[src/design/lpdf_pkg.sv]
package lpdf_pkg;

    typedef enum logic [1:0] {
        PH_HANDSHAKE,
        PH_LENGTH,
        PH_DATA,
        PH_HALTED
    } phase_t;

    localparam logic [1:0] ERR_NONE      = 2'd0;
    localparam logic [1:0] ERR_HANDSHAKE = 2'd1;
    localparam logic [1:0] ERR_LENGTH    = 2'd2;

    localparam logic [7:0]  XOR_GOOD     = 8'hff;
    localparam logic [2:0]  LEN_BYTES    = 3'd4;
    localparam logic [31:0] HEADER_BYTES = 32'd4;

    typedef struct packed {
        logic        payload_valid;
        logic [7:0]  payload_byte;
        logic        frame_last;
        logic        frame_start;
        logic [31:0] content_length;
        logic        heartbeat_seen;
        logic        handshake_ok;
        logic [1:0]  error_code;
        logic        halted;
    } result_t;

endpackage

[src/design/lpdf_parser.sv]
module lpdf_parser #(
    parameter int HANDSHAKE_BYTES = 6
) (
    input  logic             clk,
    input  logic             rst_n,
    input  logic             take,
    input  logic [7:0]       rx_byte,
    output lpdf_pkg::result_t res
);
    import lpdf_pkg::*;

    localparam logic [2:0] HS_COUNT = 3'(HANDSHAKE_BYTES);

    phase_t      phase_reg, phase_next;
    logic [7:0]  xor_reg, xor_next;
    logic [2:0]  count_reg, count_next;
    logic [23:0] shift_reg, shift_next;
    logic [31:0] remaining_reg, remaining_next;

    logic [7:0]  xor_new;
    logic [2:0]  count_inc;
    logic        hs_done;
    logic        len_done;
    logic [31:0] len_word;
    logic        last_byte;

    assign xor_new   = xor_reg ^ rx_byte;
    assign count_inc = count_reg + 3'd1;
    assign hs_done   = (count_inc >= HS_COUNT);
    assign len_done  = (count_inc >= LEN_BYTES);
    assign len_word  = {shift_reg, rx_byte};
    assign last_byte = (remaining_reg <= 32'd1);

    always_comb
    begin
        phase_next = phase_reg;
        unique case (phase_reg)
            PH_HANDSHAKE:
            begin
                if (hs_done)
                begin
                    phase_next = (xor_new == XOR_GOOD) ? PH_LENGTH : PH_HALTED;
                end
            end
            PH_LENGTH:
            begin
                if (len_done && len_word != 32'd0)
                begin
                    phase_next = (len_word <= HEADER_BYTES) ? PH_HALTED : PH_DATA;
                end
            end
            PH_DATA:
            begin
                if (last_byte)
                begin
                    phase_next = PH_LENGTH;
                end
            end
            PH_HALTED:
            begin
                phase_next = PH_HALTED;
            end
            default:
            begin
                phase_next = PH_HALTED;
            end
        endcase
    end

    always_comb
    begin
        xor_next       = xor_reg;
        count_next     = count_reg;
        shift_next     = shift_reg;
        remaining_next = remaining_reg;
        res            = '0;
        unique case (phase_reg)
            PH_HANDSHAKE:
            begin
                xor_next   = xor_new;
                count_next = count_inc;
                if (hs_done)
                begin
                    count_next = 3'd0;
                    shift_next = '0;
                    if (xor_new == XOR_GOOD)
                    begin
                        res.handshake_ok = 1'b1;
                    end
                    else
                    begin
                        res.error_code = ERR_HANDSHAKE;
                    end
                end
            end
            PH_LENGTH:
            begin
                shift_next = len_word[23:0];
                count_next = count_inc;
                if (len_done)
                begin
                    count_next = 3'd0;
                    shift_next = '0;
                    if (len_word == 32'd0)
                    begin
                        res.heartbeat_seen = 1'b1;
                    end
                    else if (len_word <= HEADER_BYTES)
                    begin
                        res.error_code = ERR_LENGTH;
                    end
                    else
                    begin
                        res.frame_start    = 1'b1;
                        res.content_length = len_word - HEADER_BYTES;
                        remaining_next     = len_word - HEADER_BYTES;
                    end
                end
            end
            PH_DATA:
            begin
                res.payload_valid = 1'b1;
                res.payload_byte  = rx_byte;
                if (last_byte)
                begin
                    remaining_next = '0;
                    res.frame_last = 1'b1;
                end
                else
                begin
                    remaining_next = remaining_reg - 32'd1;
                end
            end
            PH_HALTED:
            begin
            end
            default:
            begin
            end
        endcase
        res.halted = (phase_next == PH_HALTED);
    end

    always_ff @(posedge clk or negedge rst_n)
    begin
        if (!rst_n)
        begin
            phase_reg     <= PH_HANDSHAKE;
            xor_reg       <= '0;
            count_reg     <= '0;
            shift_reg     <= '0;
            remaining_reg <= '0;
        end
        else if (take)
        begin
            phase_reg     <= phase_next;
            xor_reg       <= xor_next;
            count_reg     <= count_next;
            shift_reg     <= shift_next;
            remaining_reg <= remaining_next;
        end
    end

    // halted is sticky until reset
    assert property (@(posedge clk) disable iff (!rst_n)
        phase_reg == PH_HALTED |=> phase_reg == PH_HALTED)
        else $error("left halted state");

    // an error code always comes with the halted flag
    assert property (@(posedge clk) disable iff (!rst_n)
        take && res.error_code != ERR_NONE |-> res.halted)
        else $error("error without halt");

    // a frame never starts with nothing to carry
    assert property (@(posedge clk) disable iff (!rst_n)
        take && res.frame_start |=> phase_reg == PH_DATA && remaining_reg != 32'd0)
        else $error("empty frame started");

endmodule

[src/design/lpdf_out_fifo.sv]
module lpdf_out_fifo (
    input  logic              clk,
    input  logic              rst_n,
    input  logic              wr_en,
    input  lpdf_pkg::result_t wr_data,
    output logic              wr_ready,
    output logic              rd_valid,
    input  logic              rd_en,
    output lpdf_pkg::result_t rd_data
);
    import lpdf_pkg::*;

    result_t    slot_reg [2];
    logic       wr_ptr_reg, rd_ptr_reg;
    logic [1:0] count_reg, count_next;
    logic       push, pop;

    assign wr_ready = (count_reg != 2'd2);
    assign rd_valid = (count_reg != 2'd0);
    assign rd_data  = slot_reg[rd_ptr_reg];
    assign push     = wr_en && wr_ready;
    assign pop      = rd_en && rd_valid;

    always_comb
    begin
        count_next = count_reg;
        if (push && !pop)
        begin
            count_next = count_reg + 2'd1;
        end
        else if (pop && !push)
        begin
            count_next = count_reg - 2'd1;
        end
    end

    always_ff @(posedge clk)
    begin
        if (push)
        begin
            slot_reg[wr_ptr_reg] <= wr_data;
        end
    end

    always_ff @(posedge clk or negedge rst_n)
    begin
        if (!rst_n)
        begin
            wr_ptr_reg <= 1'b0;
            rd_ptr_reg <= 1'b0;
            count_reg  <= 2'd0;
        end
        else
        begin
            if (push)
            begin
                wr_ptr_reg <= ~wr_ptr_reg;
            end
            if (pop)
            begin
                rd_ptr_reg <= ~rd_ptr_reg;
            end
            count_reg <= count_next;
        end
    end

    assert property (@(posedge clk) disable iff (!rst_n)
        count_reg != 2'd3)
        else $error("fifo overfilled");

    // pointers differ exactly when one item is held
    assert property (@(posedge clk) disable iff (!rst_n)
        (wr_ptr_reg != rd_ptr_reg) == (count_reg == 2'd1))
        else $error("fifo pointers out of step");

    assert property (@(posedge clk) disable iff (!rst_n)
        push && !pop |=> count_reg == $past(count_reg) + 2'd1)
        else $error("fifo lost a write");

endmodule

[src/design/length_prefix_deframer_with_handshake.sv]
// A result item is written to the output buffer when its byte is accepted and is offered on m_* in order.
// Throughput: one byte per cycle while s_tready is high; parser state advances in one pass per item.
// A two-entry output buffer keeps s_tready high while one result waits on m_tready.
// Reset (rst_n, async, active low) returns the parser to the handshake phase and
// empties the output buffer.
module length_prefix_deframer_with_handshake #(
    parameter int HANDSHAKE_BYTES = 6
) (
    input  logic        clk,
    input  logic        rst_n,
    input  logic        s_tvalid,
    output logic        s_tready,
    input  logic [7:0]  s_tdata,   // rx_byte
    output logic        m_tvalid,
    input  logic        m_tready,
    output logic [39:0] m_tdata,   // payload_byte[7:0], content_length[39:8]
    output logic        m_tlast,   // frame_last
    output logic [6:0]  m_tuser    // payload_valid, frame_start, heartbeat_seen,
                                   // handshake_ok, error_code[5:4], halted
);
    import lpdf_pkg::*;

    logic    take;
    result_t res;
    result_t out_res;

    assign take = s_tvalid && s_tready;

    lpdf_parser #(
        .HANDSHAKE_BYTES(HANDSHAKE_BYTES)
    ) u_parser (
        .clk    (clk),
        .rst_n  (rst_n),
        .take   (take),
        .rx_byte(s_tdata),
        .res    (res)
    );

    lpdf_out_fifo u_out_fifo (
        .clk     (clk),
        .rst_n   (rst_n),
        .wr_en   (take),
        .wr_data (res),
        .wr_ready(s_tready),
        .rd_valid(m_tvalid),
        .rd_en   (m_tready),
        .rd_data (out_res)
    );

    assign m_tdata = {out_res.content_length, out_res.payload_byte};
    assign m_tlast = out_res.frame_last;
    assign m_tuser = {out_res.halted, out_res.error_code, out_res.handshake_ok,
                      out_res.heartbeat_seen, out_res.frame_start, out_res.payload_valid};

endmodule
[config.mk]
export PLATFORM = sky130hd
export DESIGN_NAME = length_prefix_deframer_with_handshake
export DESIGN_NICKNAME = d
export VERILOG_FILES = /design/src/design/lpdf_pkg.sv /design/src/design/lpdf_parser.sv /design/src/design/lpdf_out_fifo.sv /design/src/design/length_prefix_deframer_with_handshake.sv
export SDC_FILE = /design/constraint.sdc
export NUM_CORES = 1
export LEC_CHECK = 0
export BUFFER_PORTS_ARGS = -buffer_cell sky130_fd_sc_hd__buf_2
export CAP_MARGIN = 20
export CELL_PAD_IN_SITES_DETAIL_PLACEMENT = 1
export CELL_PAD_IN_SITES_GLOBAL_PLACEMENT = 1
export CORE_MARGIN = 2
export CORE_UTILIZATION = 30
export DETAILED_ROUTE_END_ITERATION = 12
export GPL_TIMING_DRIVEN = 1
export PLACE_DENSITY_LB_ADDON = 0.25
export SLEW_MARGIN = 30
export SYNTH_ARGS = -nofsm -noshare
export SYNTH_HDL_FRONTEND = slang
export SYNTH_SLANG_ARGS = --single-unit
[constraint.sdc]
create_clock -name clk -period 2.96 [get_ports clk]
set_input_delay 0.148 -clock clk [delete_from_list [all_inputs] [get_ports clk]]
set_output_delay 0.148 -clock clk [all_outputs]
set_load 0.01 [all_outputs]
==> run_results.csv, run 1 <==
group,metric,value,unit
cts,htreeDepth,4,
yosys,synth.avg_cell_area,11.06,sq um
cts,clock-sinks,169,
timing,finalSetupViolCount,0,
drt,vias_per_cell,5.228,
drt,dr.pass1.iters,4,
grt,grt_usage,0.1748,
drt,drtAntennaViolNets,0,
grt,grt_pass1_wl,37930,um
cts,clk_pin_slew,70,ps
drt,drcViolationCount,0,
floorplanning,io_pins,62,
cts,post_cts_resized,0,
place,port_buffers,61,
run_status,status,"completed",
drt,wl_per_cell,20.43,um
worst_hold_path,hold_path_class,"input port to flip-flop",
grt,grt_pass1_vias,6454,
floorplanning,start_util,0.3069,
floorplanning,placementRows,60,
floorplanning,die-area,0.02900,sq mm
place,place_ws,256.5,ps
yosys,synth-seq-cells,169,
yosys,synthCells,750,
timing,finalHoldViolations,0,
yosys,synthArstFlopShare,0.4320,
yosys,synth_edf_count,96,
place,routabilityCongestion,0.7970,
place,post-dp-hpwl,17140,um
yosys,ys_warn_count,0,
power,seqPwrFrac,0.366,
power,p_sw,3705,uW
timing,rsz0062_at_grt,"false",
yosys,syn-num-nets,769,
timing,worst_slew_pin_slew,682.5,ps
timing,fin_skew,10.11,ps
cells_and_area,drive_gt1_frac,0.2341,
power,pwr-share-comb,0.390,
power,p_int,6040,uW
run,maxCapViolations,0,
critical_path,crit_arrival,2890,ps
cts,cts_buffer_depth,2,
cts,postCtsSetupRepairBufs,0,
critical_path,cp_max_fo,32,
cells_and_area,area_delta_synth_final,19.52,%
yosys,synth_seq_area_share,0.5677,
drt,routed_wl,24330,um
power,p_per_area,982.9,mW/mm^2
yosys,syn_area,0.008295,sq mm
timing,timing.final.crit_share,0.9120,
cells_and_area,largest_register_ffs,96,
yosys,synthDistinctLibCells,53,
timing,maxSlewViolCount,0,
cells_and_area,fin_nets,857,
timing,fin_ws,260.5,ps
power,total_leakage_power,0.003763,uW
cts,cts_buffers,17,
critical_path,start_kind,"flip-flop",
floorplanning,core-area,0.02703,sq mm
cts,hold_buffers,2,
critical_path,worstSetupEndpointType,"flip-flop",
floorplanning,dieHeight,170.3,um
grt,antenna_found_initial,0,
timing,slew_headroom,0.5450,
cells_and_area,finish.utilization,0.3669,
yosys,synthFlopType,"edfxtp_1",
power,switching_share,0.3802,
grt,grt_max_degree,50,
cts,clk_latency,440,ps
cells_and_area,n_antenna_cell,0,
critical_path,crit_required,3150,ps
drt,drt_iter0_drc,277,
floorplanning,fp.dieW,170.3,um
timing,min_period,2700,ps
grt,overflow,0,
timing,fmax,0.3704,GHz
critical_path,worst-setup-path-type,"flip-flop to flip-flop",
cts,root_buffer,"clkbuf_16",
drt,dr_total_vias,6227,
cts,cts_tree,"built",
power,ir_drop,358.2,uV
power,clockPowerShare,0.244,
==> layout by cell type (no fill, tap or decap), types with 14 or more instances in the layout <==
cell	n
mux2_2	48
nor4_1	20
xnor2_1	43
clkbuf_16	17
a21oi_1	18
or4_1	14
nor2_1	73
o21ai_0	62
nand2_1	76
buf_2	60
edfxtp_1	96
nand3_1	16
a22o_1	20
dfrtp_1	72
nor3_1	31
or3_1	14
buf_4	43
==> critical path, cell delays in order (launching register included) <==
cell and delay (ps):
dfrtp_1 400, or4_1 540, or4_4 460, o41ai_4 510, buf_12 240, inv_1 110
and2_1 180
==> cell usage after synthesis, types with 8 or more instances <==
master	instances	area, sq um
inv_1	13	48.80
and2_1	8	50.05
mux2_2	48	540.5
o32ai_1	8	70.07
a22o_1	20	175.2
a21oi_1	18	90.09
nor4_1	20	125.1
nor2_1	75	281.5
dfrtp_1	73	1827
nor3_1	31	155.2
or4_1	14	105.1
clkbuf_1	30	112.6
nand2_1	76	285.3
or3_1	14	87.58
nand3_1	16	80.08
o21ai_0	62	310.3
xnor2_1	43	376.6
edfxtp_1	96	2883
==> routing by layer <==
layer | vias to the layer above | global-route usage | part of all wire
met1 | 3148 | 0.2479 | 0.49
met5 | - | 0 | 0
li1 | 2950 | - | -
met3 | 20 | 0.02628 | 0.037
met2 | 109 | 0.2791 | 0.46
met4 | 0 | 0.04608 | 0.012
==> worst paths after layout <==
path                                                          from                                  end  slack [ps]  cells past startpoint
worst max-delay path            u_parser.shift_reg[22]$_DFFE_PN0P_  u_out_fifo.slot_reg[0][6]$_DFFE_PP_         260                      6
worst min-delay path                                    s_tdata[0]    u_parser.shift_reg[0]$_DFFE_PN0P_          90                      3
worst min register to register     u_parser.xor_reg[7]$_DFFE_PN0P_      u_parser.xor_reg[7]$_DFFE_PN0P_         500                      1
max in group asynchronous                                    rst_n   u_parser.shift_reg[13]$_DFFE_PN0P_        2010                      3
min in group asynchronous                                    rst_n      u_parser.xor_reg[6]$_DFFE_PN0P_         240                      2
worst max register to register  u_parser.shift_reg[22]$_DFFE_PN0P_  u_out_fifo.slot_reg[0][6]$_DFFE_PP_         260                      6
==> power groups by stage <==
stage | Sequential [uW] | Combinational [uW] | Clock (uW)
final | 3570 | 3800 | 2380
after detailed placement | 3610 | 3840 | 0
after global routing | 3640 | 4180 | 2520
after floorplan | 3510 | 2460 | 0
after CTS | 3570 | 3860 | 2440
after global placement | 3580 | 3790 | 0
==> cells by family (layout without fill, tap and decap cells) <==
logic type               count (synthesis)  count (layout)  synth area share
AND/OR/NAND/NOR                        274             274            0.1590
flip-flops                             169             169            0.5677
adder cells (fa/ha/maj)                  7               7           0.01056
AO/OA/AOI/OAI                          149             149            0.1190
XOR/XNOR                                50              50           0.05279
buffers and inverters                   53             153           0.02579
multiplexers                            48              48           0.06516
==> area by class of cell <==
cell class / instances / area (sq um)
clock inverter: 14 / 183.9
inverter: 13 / 48.80
multi-input combinational: 528 / 3396
timing repair buffer: 109 / 723.2
tap: 341 / 426.7
clock buffer: 17 / 425.4
fill: 3008 / 17110
sequential: 169 / 4711
==> through the flow <==
step	hold slack (ps)	setup TNS [ps]	std cells	area [sq um]	total power (uW)
2_1_floorplan	-147.6	-25470	750	8295	5967
3_3_place_gp	193.6	0	1158	9285	7373
3_5_place_dp	196.2	0	1158	9285	7450
4_1_cts	84.42	0	1191	9915	9859
5_1_grt	112.1	0	1191	9915	10350
6_report	94.55	0	1191	9915	9745
No activity file was read; power rests on OpenSTA's default activity.
==> inputs of run 2 (changes only) <==
clock period = 3.4 ns   (was 2.96 ns; I/O delays follow)
==> run 2 against run 1 <==
Effect of this change:
- via count shrank 0.80%
- register-to-register slack gained 360 ps
- critical endpoint is now u_out_fifo.slot_reg[1][31]$_DFFE_PP_
- total power shrank 15%
- first-iteration DRC count grew 21%
==> run_results.csv, run 2 (same netlist as run 1, synthesis figures left out) <==
group,metric,value,unit
cts,clk_pin_slew,70,ps
cells_and_area,n_antenna_cell,0,
grt,grt_usage,0.1738,
critical_path,start_kind,"flip-flop",
power,p_sw,3279,uW
cells_and_area,final_cell_mix,"edfxtp_1, nand2_1, nor2_1",
cells_and_area,drive_gt1_frac,0.2197,
floorplanning,io_pins,62,
grt,grt_pass1_vias,6347,
timing,min_period,2777,ps
critical_path,worst-setup-path-type,"flip-flop to flip-flop",
power,p_per_area,851.6,mW/mm^2
cts,clock-sinks,169,
power,clockPowerShare,0.235,
power,switching_share,0.3963,
cells_and_area,fillers,2955,
run,maxCapViolations,0,
cells_and_area,largest_register_ffs,96,
timing,timing.final.crit_share,0.8169,
place,place_area,0.009107,sq mm
cells_and_area,regArea,0.004711,sq mm
cts,postCtsSetupRepairBufs,0,
critical_path,crit_chain,"or3_1 -> or4_4 -> o41ai_4 -> buf_4 -> a21oi_1",
cts,root_buffer,"clkbuf_16",
run_status,status,"completed",
timing,finalSetupViolCount,0,
floorplanning,start_util,0.3069,
place,routabilityCongestion,0.7931,
cells_and_area,multi_input_area,0.003396,sq mm
timing,finalHoldViolations,0,
power,ir_drop,361.2,uV
drt,routed_wl,24260,um
power,p_int,4994,uW
worst_hold_path,hold_path_class,"input port to flip-flop",
critical_path,max_stage_delay,550,ps
timing,maxSlewViolCount,0,
power,pwr-share-comb,0.379,
drt,dr.pass1.iters,5,
floorplanning,fp.dieW,170.3,um
drt,drcViolationCount,0,
cts,cts_buffers,17,
critical_path,crit_family,"simple AND/OR/NAND/NOR gates",
drt,wl_per_cell,20.66,um
place,port_buffers,61,
drt,vias_per_cell,5.261,
cells_and_area,area_delta_synth_final,17.10,%
timing,rsz0062_at_grt,"false",
floorplanning,die-area,0.02900,sq mm
grt,grt_pass1_wl,37820,um
cells_and_area,final_common_cell,"edfxtp_1",
place,post-dp-hpwl,16720,um
grt,grt_max_degree,63,
drt,drt_iter0_drc,334,
power,total_leakage_power,0.003644,uW
critical_path,worstSetupEndpointType,"flip-flop",
timing,slew_headroom,0.4485,
floorplanning,placementRows,60,
timing,fin_skew,10.80,ps
drt,dr_total_vias,6177,
critical_path,cpMaxStageDelayCell,"or4_4",
timing,setup_tns,0,ps
critical_path,cp_num_buf_inv,1,
cts,cts_buffer_depth,2,
grt,overflow,0,
cells_and_area,fin_nets,839,
drt,drtAntennaViolNets,0,
critical_path,crit_arrival,2920,ps
floorplanning,core-area,0.02703,sq mm
cts,htreeDepth,4,
power,seqPwrFrac,0.385,
cts,cts_tree,"built",
floorplanning,dieHeight,170.3,um
timing,fmax,0.3601,GHz
critical_path,cp_max_fo,30,
critical_path,crit_required,3550,ps
timing,worst_slew_pin_slew,827.3,ps
grt,antenna_found_initial,0,
cells_and_area,finish.utilization,0.3594,
cts,clk_latency,430,ps
cts,post_cts_resized,0,
cells_and_area,fin_area,0.009714,sq mm
## run 2: cell types whose count changed in the layout (fill, tap and decap cells not counted), sizes merged
cell	previous run	this run
buf	107	90
inv	20	18
bufinv	3	0
clkinv	4	8
clkbuf	17	18
dlygate4sd3	2	1
clkinvlp	0	1
## run 2: cell type report
cell class,count,area share
clock buffer,18,0.04521
clock inverter,14,0.01584
inverter,13,0.005023
multi-input combinational,528,0.3496
sequential,169,0.4849
tap,341,0.04392
timing repair buffer,91,0.05551
## run 2: path summary, 6_finish.rpt
check	from	to	slack [ps]	cells past startpoint
worst max-delay path	u_parser.shift_reg[18]$_DFFE_PN0P_	u_out_fifo.slot_reg[1][31]$_DFFE_PP_	620	5
worst min-delay path	m_tready	u_out_fifo.rd_ptr_reg$_DFFE_PN0P_	50	3
worst max register to register	u_parser.shift_reg[18]$_DFFE_PN0P_	u_out_fifo.slot_reg[1][31]$_DFFE_PP_	620	5
worst min register to register	u_parser.xor_reg[3]$_DFFE_PN0P_	u_parser.xor_reg[3]$_DFFE_PN0P_	490	1
max in group asynchronous	rst_n	u_parser.shift_reg[13]$_DFFE_PN0P_	2450	3
min in group asynchronous	rst_n	u_out_fifo.wr_ptr_reg$_DFFE_PN0P_	310	2
## run 2: metrics by stage
step | power, uW | hold slack, ps | worst slack [ps] | instances
floorplan | 5195 | -125.6 | 174.7 | 750
global route | 8801 | 75.73 | 485.1 | 1174
detailed placement | 6398 | 361.9 | 587.3 | 1141
finish | 8273 | 45.09 | 622.7 | 1174
CTS | 8366 | 39.61 | 587.0 | 1174
global placement | 6340 | 368.0 | 636.3 | 1141
## run 2: power groups by stage
stage / registers [uW] / logic [uW] / clock network (uW)
after global routing: 3270 / 3470 / 2060
after detailed placement: 3230 / 3160 / 0
after global placement: 3210 / 3130 / 0
final: 3190 / 3140 / 1950
after floorplan: 3050 / 2140 / 0
after CTS: 3200 / 3180 / 1980
## run 2: per-layer routing
layer  track usage  share of wire
met1        0.2457           0.48
met2        0.2688           0.45
met3       0.04023          0.050
met4       0.04348          0.011
met5             0              0
## run 2: tightest hold or removal path, delay by kind of cell
family / cells / cell delay (ps)
buffers and inverters: 1 / 90
XOR/XNOR: 1 / 70
AND/OR/NAND/NOR: 1 / 100
## run 2: timing repair
item / 4_1_cts / 5_1_grt
endpoints found under the hold margin: 61 / 0
setup endpoints to repair: 0 / 0
hold buffers: 1 / 0
